**src/hdl/dofc_pkg.sv**
```systemverilog
// dofc_pkg: shared types and constants for the disk obstacle fluid coupling block
// payload structs, controller command and status structs, state and register codes
// no dependencies
package dofc_pkg;

  // fixed field widths
  localparam int VEL_BITS     = 24;
  localparam int MAX_GRID_DEF = 256;
  localparam int CELL_W       = 9;
  localparam int SUM_W        = 40;
  localparam int CNT_W        = 17;
  localparam int CFG_IDX_W    = 3;
  localparam int CFG_DATA_W   = 16;

  // configuration register indexes
  localparam logic [CFG_IDX_W-1:0] REG_CENTER_X      = 3'd0;
  localparam logic [CFG_IDX_W-1:0] REG_CENTER_Y      = 3'd1;
  localparam logic [CFG_IDX_W-1:0] REG_RADIUS        = 3'd2;
  localparam logic [CFG_IDX_W-1:0] REG_GRID_SIZE     = 3'd3;
  localparam logic [CFG_IDX_W-1:0] REG_COUPLING_GAIN = 3'd4;

  // pass codes
  localparam logic FUNC_APPLY  = 1'b0;
  localparam logic FUNC_GATHER = 1'b1;

  typedef struct packed {
    logic                       func;
    logic [CELL_W-1:0]          cell_x;
    logic [CELL_W-1:0]          cell_y;
    logic signed [VEL_BITS-1:0] vel_u;
    logic signed [VEL_BITS-1:0] vel_v;
    logic                       last_cell;
  } dofc_in_t;

  typedef struct packed {
    logic signed [VEL_BITS-1:0] out_u;
    logic signed [VEL_BITS-1:0] out_v;
    logic                       inside_res;
    logic signed [VEL_BITS-1:0] disk_vx;
    logic signed [VEL_BITS-1:0] disk_vy;
    logic                       updated;
  } dofc_out_t;

  typedef struct packed {
    logic load_item;
    logic square;
    logic eval;
    logic div_start;
    logic div_sel;
    logic latch_avg_u;
    logic latch_avg_v;
    logic mul;
    logic adjust;
    logic load_out;
  } dofc_cmd_t;

  typedef struct packed {
    logic need_update;
    logic div_done;
  } dofc_status_t;

  typedef enum logic [2:0] {
    ST_IDLE,
    ST_SQUARE,
    ST_EVAL,
    ST_DIV_U,
    ST_DIV_V,
    ST_MUL,
    ST_ADJUST,
    ST_OUT
  } dofc_state_t;

endpackage

```
**src/hdl/disk_obstacle_fluid_coupling.sv**
```systemverilog
// disk_obstacle_fluid_coupling: top level of the disk obstacle fluid coupling block
// depends on dofc_pkg, dofc_ctrl, dofc_datapath (with dofc_divider)
//
//   channel  direction  handshake              payload
//   in       input      in_valid / in_stall    in_data   (dofc_in_t)
//   out      output     out_valid / out_stall  out_data  (dofc_out_t)
//   cfg      input      cfg_valid / cfg_ready  cfg_index, cfg_data
//
// a cell transaction goes through accept, square, compare and accumulate, and output load
// the last cell of a gather pass with inside cells then averages both sums on the bit-serial
//   divider, one after the other, and then multiplies and adjusts the disk velocity
// synchronous reset clears state, sums and velocity and sets grid_size to 256
// a new transaction is accepted while the previous result still waits under out_stall
module disk_obstacle_fluid_coupling #(
  parameter int MAX_GRID = dofc_pkg::MAX_GRID_DEF
) (
  input  logic                            clk,
  input  logic                            rst,
  input  logic                            in_valid,
  output logic                            in_stall,
  input  dofc_pkg::dofc_in_t              in_data,
  output logic                            out_valid,
  input  logic                            out_stall,
  output dofc_pkg::dofc_out_t             out_data,
  input  logic                            cfg_valid,
  output logic                            cfg_ready,
  input  logic [dofc_pkg::CFG_IDX_W-1:0]  cfg_index,
  input  logic [dofc_pkg::CFG_DATA_W-1:0] cfg_data
);
  import dofc_pkg::*;

  dofc_cmd_t    cmd;
  dofc_status_t status;
  logic         cfg_we;

  // configuration writes are always taken
  assign cfg_ready = 1'b1;
  assign cfg_we    = cfg_valid && cfg_ready;

  dofc_ctrl u_ctrl (
    .clk       (clk),
    .rst       (rst),
    .in_valid  (in_valid),
    .in_stall  (in_stall),
    .out_valid (out_valid),
    .out_stall (out_stall),
    .status    (status),
    .cmd       (cmd)
  );

  dofc_datapath #(
    .MAX_GRID(MAX_GRID)
  ) u_datapath (
    .clk       (clk),
    .rst       (rst),
    .cfg_we    (cfg_we),
    .cfg_index (cfg_index),
    .cfg_data  (cfg_data),
    .in_data   (in_data),
    .cmd       (cmd),
    .status    (status),
    .out_data  (out_data)
  );

endmodule

```
**src/hdl/dofc_divider.sv**
```systemverilog
// dofc_divider: bit-serial restoring divider for unsigned magnitudes
// one quotient bit per cycle; done pulses when the quotient is complete
// no dependencies
module dofc_divider #(
  parameter int DW = 40,
  parameter int VW = 17
) (
  input  logic          clk,
  input  logic          rst,
  input  logic          start,
  input  logic [DW-1:0] dividend,
  input  logic [VW-1:0] divisor,
  output logic          done,
  output logic [DW-1:0] quotient
);

  localparam int CW = $clog2(DW + 1);

  logic [VW-1:0] rem;
  logic [VW-1:0] dvs;
  logic [DW-1:0] quo;
  logic [CW-1:0] cnt;
  logic          busy;
  logic [VW:0]   trial;
  logic          fits;

  // trial subtraction for the next bit
  always_comb begin
    trial = {rem, quo[DW-1]};
    fits  = trial >= {1'b0, dvs};
  end

  // iteration control
  always_ff @(posedge clk) begin
    if (rst) begin
      busy <= 1'b0;
      done <= 1'b0;
      cnt  <= '0;
    end else if (start) begin
      busy <= 1'b1;
      done <= 1'b0;
      cnt  <= '0;
    end else if (busy) begin
      cnt <= cnt + 1'b1;
      if (cnt == CW'(DW - 1)) begin
        busy <= 1'b0;
        done <= 1'b1;
      end
    end else begin
      done <= 1'b0;
    end
  end

  // remainder and quotient shift register
  always_ff @(posedge clk) begin
    if (start) begin
      rem <= '0;
      dvs <= divisor;
      quo <= dividend;
    end else if (busy) begin
      if (fits) begin
        rem <= VW'(trial - {1'b0, dvs});
      end else begin
        rem <= trial[VW-1:0];
      end
      quo <= {quo[DW-2:0], fits};
    end
  end

  assign quotient = quo;

endmodule

```
**src/hdl/dofc_datapath.sv**
```systemverilog
// dofc_datapath: configuration registers, inside test, sums, disk velocity update
// depends on dofc_pkg and dofc_divider; steered by dofc_ctrl commands
module dofc_datapath #(
  parameter int MAX_GRID = dofc_pkg::MAX_GRID_DEF
) (
  input  logic                               clk,
  input  logic                               rst,
  input  logic                               cfg_we,
  input  logic [dofc_pkg::CFG_IDX_W-1:0]     cfg_index,
  input  logic [dofc_pkg::CFG_DATA_W-1:0]    cfg_data,
  input  dofc_pkg::dofc_in_t                 in_data,
  input  dofc_pkg::dofc_cmd_t                cmd,
  output dofc_pkg::dofc_status_t             status,
  output dofc_pkg::dofc_out_t                out_data
);
  import dofc_pkg::*;

  localparam int V  = VEL_BITS;
  localparam int GB = $clog2(MAX_GRID + 1);
  localparam int NW = (GB > CELL_W) ? GB : CELL_W;
  localparam logic [SUM_W-1:0] MAG_HI = SUM_W'((64'd1 << (V - 1)) - 64'd1);
  localparam logic [SUM_W-1:0] MAG_LO = MAG_HI + 1'b1;
  localparam logic signed [V-1:0] VEL_HI = {1'b0, {(V - 1){1'b1}}};
  localparam logic signed [V-1:0] VEL_LO = {1'b1, {(V - 1){1'b0}}};
  localparam logic signed [SUM_W-1:0] SUM_HI = {1'b0, {(SUM_W - 1){1'b1}}};
  localparam logic signed [SUM_W-1:0] SUM_LO = {1'b1, {(SUM_W - 1){1'b0}}};
  localparam logic [CNT_W-1:0] CNT_MAX = '1;

  function automatic logic signed [SUM_W-1:0] sat_sum(input logic signed [SUM_W:0] x);
    logic signed [SUM_W-1:0] r;
    if (x[SUM_W] != x[SUM_W-1]) begin
      r = x[SUM_W] ? SUM_LO : SUM_HI;
    end else begin
      r = x[SUM_W-1:0];
    end
    return r;
  endfunction

  function automatic logic signed [V-1:0] sat_vel(input logic signed [V+3:0] x);
    logic signed [V-1:0] r;
    if ((&x[V+3:V-1]) || !(|x[V+3:V-1])) begin
      r = x[V-1:0];
    end else begin
      r = x[V+3] ? VEL_LO : VEL_HI;
    end
    return r;
  endfunction

  // configuration registers
  logic [15:0]       center_x;
  logic [15:0]       center_y;
  logic [7:0]        radius;
  logic [CELL_W-1:0] grid_size;
  logic [15:0]       coupling_gain;

  always_ff @(posedge clk) begin
    if (rst) begin
      center_x      <= '0;
      center_y      <= '0;
      radius        <= '0;
      grid_size     <= CELL_W'(256);
      coupling_gain <= '0;
    end else if (cfg_we) begin
      case (cfg_index)
        REG_CENTER_X:      center_x      <= cfg_data;
        REG_CENTER_Y:      center_y      <= cfg_data;
        REG_RADIUS:        radius        <= cfg_data[7:0];
        REG_GRID_SIZE:     grid_size     <= cfg_data[CELL_W-1:0];
        REG_COUPLING_GAIN: coupling_gain <= cfg_data;
        default: ;
      endcase
    end
  end

  // captured transaction
  dofc_in_t item;

  always_ff @(posedge clk) begin
    if (cmd.load_item) begin
      item <= in_data;
    end
  end

  // distance squares and index range
  logic [17:0]       dx_full;
  logic [17:0]       dy_full;
  logic [17:0]       dx_neg;
  logic [17:0]       dy_neg;
  logic [15:0]       dx_abs;
  logic [15:0]       dy_abs;
  logic [NW-1:0]     grid_ext;
  logic [NW-1:0]     grid_n;
  logic [NW-1:0]     cx_ext;
  logic [NW-1:0]     cy_ext;
  logic              range_ok;
  logic [31:0]       dx_sq;
  logic [31:0]       dy_sq;
  logic [29:0]       r_sq;
  logic              in_range;

  always_comb begin
    dx_full  = {2'b00, item.cell_x, 7'b0} - {2'b00, center_x};
    dy_full  = {2'b00, item.cell_y, 7'b0} - {2'b00, center_y};
    dx_neg   = ~dx_full + 1'b1;
    dy_neg   = ~dy_full + 1'b1;
    dx_abs   = dx_full[17] ? dx_neg[15:0] : dx_full[15:0];
    dy_abs   = dy_full[17] ? dy_neg[15:0] : dy_full[15:0];
    grid_ext = NW'(grid_size);
    grid_n   = (grid_ext > NW'(MAX_GRID)) ? NW'(MAX_GRID) : grid_ext;
    cx_ext   = NW'(item.cell_x);
    cy_ext   = NW'(item.cell_y);
    range_ok = (cx_ext != '0) && (cx_ext <= grid_n) && (cy_ext != '0) && (cy_ext <= grid_n);
  end

  always_ff @(posedge clk) begin
    if (cmd.square) begin
      dx_sq    <= dx_abs * dx_abs;
      dy_sq    <= dy_abs * dy_abs;
      r_sq     <= {16'(radius) * 16'(radius), 14'b0};
      in_range <= range_ok;
    end
  end

  // inside decision and accumulation
  logic signed [SUM_W-1:0] sum_u;
  logic signed [SUM_W-1:0] sum_v;
  logic [CNT_W-1:0]        inside_count;
  logic signed [V-1:0]     vel_x;
  logic signed [V-1:0]     vel_y;
  logic [32:0]             dist_sq;
  logic                    cell_in;
  logic                    gather;
  logic signed [SUM_W:0]   sum_u_add;
  logic signed [SUM_W:0]   sum_v_add;
  logic [CNT_W-1:0]        count_after;
  logic                    need_update;

  always_comb begin
    dist_sq   = {1'b0, dx_sq} + {1'b0, dy_sq};
    cell_in   = in_range && (dist_sq < {3'b000, r_sq});
    gather    = item.func == FUNC_GATHER;
    sum_u_add = $signed({sum_u[SUM_W-1], sum_u})
              + $signed({{(SUM_W + 1 - V){item.vel_u[V-1]}}, item.vel_u});
    sum_v_add = $signed({sum_v[SUM_W-1], sum_v})
              + $signed({{(SUM_W + 1 - V){item.vel_v[V-1]}}, item.vel_v});
    count_after = inside_count;
    if (gather && cell_in && (inside_count != CNT_MAX)) begin
      count_after = inside_count + 1'b1;
    end
    need_update = gather && item.last_cell && (count_after != '0);
  end

  // divider operand selection, magnitude of the chosen sum
  // the first divide starts in the evaluate cycle, so it takes this cell's sum and count
  logic signed [SUM_W-1:0] sum_u_next;
  logic [CNT_W-1:0]        div_cnt;
  logic signed [SUM_W-1:0] div_sum;
  logic [SUM_W-1:0]        div_neg_sum;
  logic [SUM_W-1:0]        div_mag;
  logic [SUM_W-1:0]        quo;
  logic [SUM_W-1:0]        quo_neg;
  logic                    div_done;
  logic                    div_neg;
  logic signed [V-1:0]     avg_sat;

  always_comb begin
    sum_u_next  = (cmd.eval && gather && cell_in) ? sat_sum(sum_u_add) : sum_u;
    div_cnt     = cmd.eval ? count_after : inside_count;
    div_sum     = cmd.div_sel ? sum_v : sum_u_next;
    div_neg_sum = ~div_sum + 1'b1;
    div_mag     = div_sum[SUM_W-1] ? div_neg_sum : div_sum;
    quo_neg     = ~quo + 1'b1;
    if (!div_neg) begin
      avg_sat = (quo > MAG_HI) ? VEL_HI : quo[V-1:0];
    end else begin
      avg_sat = (quo > MAG_LO) ? VEL_LO : quo_neg[V-1:0];
    end
    status.need_update = need_update;
    status.div_done    = div_done;
  end

  always_ff @(posedge clk) begin
    if (cmd.div_start) begin
      div_neg <= div_sum[SUM_W-1];
    end
  end

  dofc_divider #(
    .DW(SUM_W),
    .VW(CNT_W)
  ) u_divider (
    .clk      (clk),
    .rst      (rst),
    .start    (cmd.div_start),
    .dividend (div_mag),
    .divisor  (div_cnt),
    .done     (div_done),
    .quotient (quo)
  );

  // pull toward averages
  logic signed [V-1:0]  avg_u;
  logic signed [V-1:0]  avg_v;
  logic signed [V:0]    diff_x;
  logic signed [V:0]    diff_y;
  logic signed [V+17:0] prod_x;
  logic signed [V+17:0] prod_y;
  logic signed [V+18:0] rnd_x;
  logic signed [V+18:0] rnd_y;
  logic signed [V+3:0]  tot_x;
  logic signed [V+3:0]  tot_y;

  always_comb begin
    diff_x = $signed({avg_u[V-1], avg_u}) - $signed({vel_x[V-1], vel_x});
    diff_y = $signed({avg_v[V-1], avg_v}) - $signed({vel_y[V-1], vel_y});
    rnd_x  = $signed({prod_x[V+17], prod_x}) + $signed((V + 19)'(32768));
    rnd_y  = $signed({prod_y[V+17], prod_y}) + $signed((V + 19)'(32768));
    // floor shift by 16 gives round half up
    tot_x  = $signed({{4{vel_x[V-1]}}, vel_x}) + $signed({rnd_x[V+18], rnd_x[V+18:16]});
    tot_y  = $signed({{4{vel_y[V-1]}}, vel_y}) + $signed({rnd_y[V+18], rnd_y[V+18:16]});
  end

  always_ff @(posedge clk) begin
    if (cmd.latch_avg_u) begin
      avg_u <= avg_sat;
    end
    if (cmd.latch_avg_v) begin
      avg_v <= avg_sat;
    end
    if (cmd.mul) begin
      prod_x <= diff_x * $signed({1'b0, coupling_gain});
      prod_y <= diff_y * $signed({1'b0, coupling_gain});
    end
  end

  // sums, count and disk velocity state
  always_ff @(posedge clk) begin
    if (rst) begin
      sum_u        <= '0;
      sum_v        <= '0;
      inside_count <= '0;
      vel_x        <= '0;
      vel_y        <= '0;
    end else if (cmd.adjust) begin
      sum_u        <= '0;
      sum_v        <= '0;
      inside_count <= '0;
      vel_x        <= sat_vel(tot_x);
      vel_y        <= sat_vel(tot_y);
    end else if (cmd.eval && gather) begin
      if (item.last_cell && (count_after == '0)) begin
        sum_u        <= '0;
        sum_v        <= '0;
        inside_count <= '0;
      end else if (cell_in) begin
        sum_u        <= sat_sum(sum_u_add);
        sum_v        <= sat_sum(sum_v_add);
        inside_count <= count_after;
      end
    end
  end

  // per-cell result fields
  logic signed [V-1:0] res_u;
  logic signed [V-1:0] res_v;
  logic                res_inside;
  logic                res_updated;

  always_ff @(posedge clk) begin
    if (cmd.eval) begin
      res_inside  <= cell_in;
      res_updated <= 1'b0;
      if (!gather && cell_in) begin
        res_u <= vel_x;
        res_v <= vel_y;
      end else begin
        res_u <= item.vel_u;
        res_v <= item.vel_v;
      end
    end else if (cmd.adjust) begin
      res_updated <= 1'b1;
    end
  end

  // output register
  always_ff @(posedge clk) begin
    if (cmd.load_out) begin
      out_data.out_u      <= res_u;
      out_data.out_v      <= res_v;
      out_data.inside_res <= res_inside;
      out_data.disk_vx    <= vel_x;
      out_data.disk_vy    <= vel_y;
      out_data.updated    <= res_updated;
    end
  end

endmodule

```
**src/hdl/dofc_ctrl.sv**
```systemverilog
// dofc_ctrl: sequencer for one transaction at a time through the datapath
// depends on dofc_pkg; drives dofc_datapath commands and both handshakes
module dofc_ctrl (
  input  logic                   clk,
  input  logic                   rst,
  input  logic                   in_valid,
  output logic                   in_stall,
  output logic                   out_valid,
  input  logic                   out_stall,
  input  dofc_pkg::dofc_status_t status,
  output dofc_pkg::dofc_cmd_t    cmd
);
  import dofc_pkg::*;

  dofc_state_t state;
  dofc_state_t state_next;

  // state register
  always_ff @(posedge clk) begin
    if (rst) begin
      state <= ST_IDLE;
    end else begin
      state <= state_next;
    end
  end

  // next state and commands
  always_comb begin
    cmd        = '0;
    state_next = state;
    case (state)
      ST_IDLE: begin
        if (in_valid) begin
          cmd.load_item = 1'b1;
          state_next    = ST_SQUARE;
        end
      end
      ST_SQUARE: begin
        cmd.square = 1'b1;
        state_next = ST_EVAL;
      end
      ST_EVAL: begin
        cmd.eval = 1'b1;
        if (status.need_update) begin
          cmd.div_start = 1'b1;
          state_next    = ST_DIV_U;
        end else begin
          state_next = ST_OUT;
        end
      end
      ST_DIV_U: begin
        if (status.div_done) begin
          cmd.latch_avg_u = 1'b1;
          cmd.div_start   = 1'b1;
          cmd.div_sel     = 1'b1;
          state_next      = ST_DIV_V;
        end
      end
      ST_DIV_V: begin
        if (status.div_done) begin
          cmd.latch_avg_v = 1'b1;
          state_next      = ST_MUL;
        end
      end
      ST_MUL: begin
        cmd.mul    = 1'b1;
        state_next = ST_ADJUST;
      end
      ST_ADJUST: begin
        cmd.adjust = 1'b1;
        state_next = ST_OUT;
      end
      ST_OUT: begin
        if (!out_valid || !out_stall) begin
          cmd.load_out = 1'b1;
          state_next   = ST_IDLE;
        end
      end
      default: begin
        state_next = ST_IDLE;
      end
    endcase
  end

  assign in_stall = state != ST_IDLE;

  // output valid flag
  always_ff @(posedge clk) begin
    if (rst) begin
      out_valid <= 1'b0;
    end else if (cmd.load_out) begin
      out_valid <= 1'b1;
    end else if (!out_stall) begin
      out_valid <= 1'b0;
    end
  end

endmodule
```
**config.mk**
```make
export PLATFORM = sky130hd
export DESIGN_NAME = disk_obstacle_fluid_coupling
export DESIGN_NICKNAME = d
export VERILOG_FILES = /design/src/hdl/dofc_pkg.sv /design/src/hdl/disk_obstacle_fluid_coupling.sv /design/src/hdl/dofc_divider.sv /design/src/hdl/dofc_datapath.sv /design/src/hdl/dofc_ctrl.sv
export SDC_FILE = /design/constraint.sdc
export NUM_CORES = 2
export LEC_CHECK = 0
export ABC_AREA = 0
export ABC_CLOCK_PERIOD_IN_PS = 12950
export BUFFER_PORTS_ARGS = -buffer_cell sky130_fd_sc_hd__buf_2
export CAP_MARGIN = 10
export CORE_ASPECT_RATIO = 0.5
export CORE_MARGIN = 1
export CORE_UTILIZATION = 55
export DETAILED_ROUTE_END_ITERATION = 6
export HOLD_SLACK_MARGIN = 0.15
export MAX_ROUTING_LAYER = met4
export PLACE_DENSITY_LB_ADDON = 0.05
export RECOVER_POWER = 100
export SYNTH_ARGS = -nofsm -noshare
export SYNTH_HDL_FRONTEND = slang
export SYNTH_HIERARCHICAL = 1
export SYNTH_SLANG_ARGS = --single-unit
export TNS_END_PERCENT = 100
```
**constraint.sdc**
```tcl
create_clock -name clk -period 12.95 [get_ports clk]
set_input_delay 2.59 -clock clk [delete_from_list [all_inputs] [get_ports clk]]
set_output_delay 2.59 -clock clk [all_outputs]
set_load 0.02 [all_outputs]
```
==> key figures <==
Run status
  • Status: complete, but fails checks
  • Failing checks: max-capacitance violations, max-slew violations

Yosys
  • Area leader, netlist: fa_1
  • Top-count cell post-synth: inv_1
  • Yosys warns: 6
  • Compound-Gate Fraction of Synth Area: approximately a tenth
  • Synth Area in Adders: 38.0%
  • Mux share of post-synthesis cell area: 1.47%
  • Synth cell count leaders: inv_1, fa_1, nand2_1
  • EDFF count, synth: between 400 and 500
  • Post-synth top area share: about 27%
  • Top_reg_cell synth: edfxtp_1
  • Cell Area, Synth: 83,200 µm²
  • Synth Area per Inst: just over 9 µm²
  • FFs w/ async S/R, synth: 0%
  • Xor and xnor area share after synthesis: 5.24%
  • Synthesized instance count: between 8,000 and 9,000
  • Synth Net Count: between 10,000 and 15,000
  • #FFs+latches synth: 691
  • Synth Area in Simple Gates: between 10% and 20%
  • Largest family of logic cells by synthesized area: adder cells
  • Largest cells by area after synthesis: fa_1, edfxtp_1, ha_1
  • Distinct cells, synth: 110
  • Sequential share of the synthesized area: between 20 and 25%

Clocking
  • Clock root buffer master: clkbuf_16
  • Clk sink count: ~690
  • Clock buffer depth: 3
  • Clock Latency Late Sink: approximately 0.68 ns
  • # resized after CTS: 0
  • Worst-path clk slew: about 0.070 ns
  • Postcts setup bufs: 0
  • Hold_buf cts: 0
  • CTS Buf Count: 70
  • CTS tree: built
  • H-tree depth: 3

Floorplan
  • Die ar.: between 150,000 and 200,000 µm²
  • Die Height: 277 µm
  • Die Wd: 552 µm
  • Initial core utilization: between 50% and 60%
  • Core box area: ~150,000 µm²
  • # IOs: just under 200
  • # rows: 100

Timing
  • Final Max Slew Viols: 794
  • Fin crit period: around 12 ns
  • Setup violators final: 0
  • Final Cycle Share: 91.4%
  • Peak Freq: around 84 MHz
  • Slew Limit Headroom: -193%
  • Layout Skew: ~0.052 ns
  • Setup TNS: 0 ns
  • Hold Vio Cnt, Final: 0
  • RSZ-0062 raised after global routing: false
  • Worst slew pin tran: about 4.4 ns

Route
  • Wl on met1: between 90,000 and 100,000 µm
  • Wire length on met3: around 15,000 µm
  • WL final: 218,000 µm
  • Antenna viol nets, final: 0
  • TritonRoute pass-1 iters: 6
  • Met2 routed WL: 101,000 µm
  • DR DRC count: 0
  • Vias/cell: about 5.6
  • WL/cell: 19.8 µm
  • Vias post-DR: about 62,000
  • Highest Signal Layer: met4
  • Initial drt markers: approximately 4,400

Global route
  • Initial antenna violation count: 4
  • Global-route wire length before repair: between 300,000 and 400,000 µm
  • Largest net degree at the start of global routing: 77
  • GRT overflow: 0
  • Overall routing resource usage: 30.3%
  • Vias in the first global route: between 60,000 and 70,000

Placement
  • Routability-driven placement congestion ratio: ~0.96
  • Port Buf Inserts: 191
  • Post-DP HPWL: 166,000 µm
  • Area post-placement: around 86,000 µm²
  • Dpl cells: ~11,000

Setup path
  • Crit path to: u_datapath/dx_sq[31]
  • R2R setup slack: approximately 1.1 ns
  • Crit start category: register
  • Worst r2r src: u_datapath/center_x[0]
  • Worst R2R End: u_datapath/dx_sq[31]
  • Crit end category: register
  • Reg2reg path depth: between 40 and 50
  • Most frequent CP cell: inv_1
  • Crit-path max FO: 17
  • Worst path required time: 13.36 ns
  • CP max stage delay: ~0.88 ns
  • CP arrival: approximately 12 ns
  • Worst setup path startpoint: u_datapath/center_x[0]
  • Slowest CP cell: a21oi_1
  • Crit path kind: register to register

Final layout
  • Non-filler cells, final: about 11,000
  • Cell area after layout: ~89,000 µm²
  • Number of fill cells: about 13,000
  • Layout cell share with drive strength beyond 1: 5.42%
  • Area Growth Syn to Fin: 6.47%
  • Register area: between 15,000 and 20,000 µm²
  • Combined area of the multi-input logic cells: approximately 58,000 µm²
  • Final nets: between 10,000 and 15,000

Hold path
  • Hold depth: 0
  • Worst Hold Class: register to register

Flow run
  • MaxCap Viol Count: 17
[metrics by stage]
step,setup WS (ns),hold slack [ns],util [%]
after floorplan,2.71,0.400,-
after global placement,1.58,0.401,57.9
after detailed placement,1.36,0.405,57.9
after CTS,1.29,0.418,59.5
after global routing,0.272,0.421,59.3
final,1.11,0.418,59.3
[worst min-delay path by stage]
| stage | start | end | slack, ns |
|---|---|---|---|
| after floorplan | u_datapath/res_inside | u_datapath/out_data[49] | 0.40 |
| after global placement | u_datapath/res_v[6] | u_datapath/out_data[56] | 0.40 |
| after detailed placement | u_datapath/res_v[3] | u_datapath/out_data[53] | 0.40 |
| after CTS | u_datapath/res_u[8] | u_datapath/out_data[82] | 0.42 |
| after global routing | u_datapath/res_v[23] | u_datapath/out_data[73] | 0.42 |
| final | u_datapath/res_v[4] | u_datapath/out_data[54] | 0.42 |
[critical path: cells and delay by family (launching register included)]
kind	cells	cell delay (ns)
AO/OA/AOI/OAI	20	5.07
flip-flops	1	0.52
buffers and inverters	9	1.14
XOR/XNOR	2	0.72
AND/OR/NAND/NOR	2	0.44
adder cells (fa/ha/maj)	8	3.70
[final cells by class]
| cell class | instances | area share [%] |
|---|---|---|
| well taps | 1989 | 2.81 |
| multi-input cells | 6330 | 65.2 |
| clock inverters | 44 | 0.595 |
| clock buffers | 86 | 2.14 |
| diodes | 3 | 0.00848 |
| inverters | 1576 | 6.68 |
| flip-flops and latches | 691 | 20.8 |
| repair buffers | 312 | 1.84 |
[state kept, by name, summed over array words and instances (netlist names), 27 cells and up]
name and cells:
u_datapath/dy_sq 30, u_datapath/prod_y 27, u_datapath/sum_u 40, u_datapath/out_data 98, u_datapath/u_divider/quotient 40, u_datapath/item 49, u_datapath/prod_x 27, u_datapath/sum_v 40
u_datapath/dx_sq 30
[routing by layer]
layer	vias up	track usage [%]
met1	31000	41.8
met4	0	7.28
met2	1819	47.7
met5	-	-
li1	28900	-
met3	321	3.84
[cell families after synthesis]
group,Yosys count
AOI/OAI and AO/OA,1305
xor gates and xnor gates,497
adders and majority gates,1844
buffers and inverters,1892
DFF,691
muxes,110
other,1
and+or+nand+nor,2573
[placed cells by master, fill, tap and decap left out, types with 111 or more instances in the layout]
cell         n
xor2_1     139
a21o_1     111
nor2_1     495
a21oi_1    392
fa_1      1134
nand2_1   1130
o21ai_0    255
xnor2_1    352
inv_1     1560
and2_1     322
ha_1       710
dfxtp_1    226
edfxtp_1   451
clkbuf_1   148
Power is not shown: default switching activity piles up to over one toggle a cycle in this logic, so the estimate is an artifact.
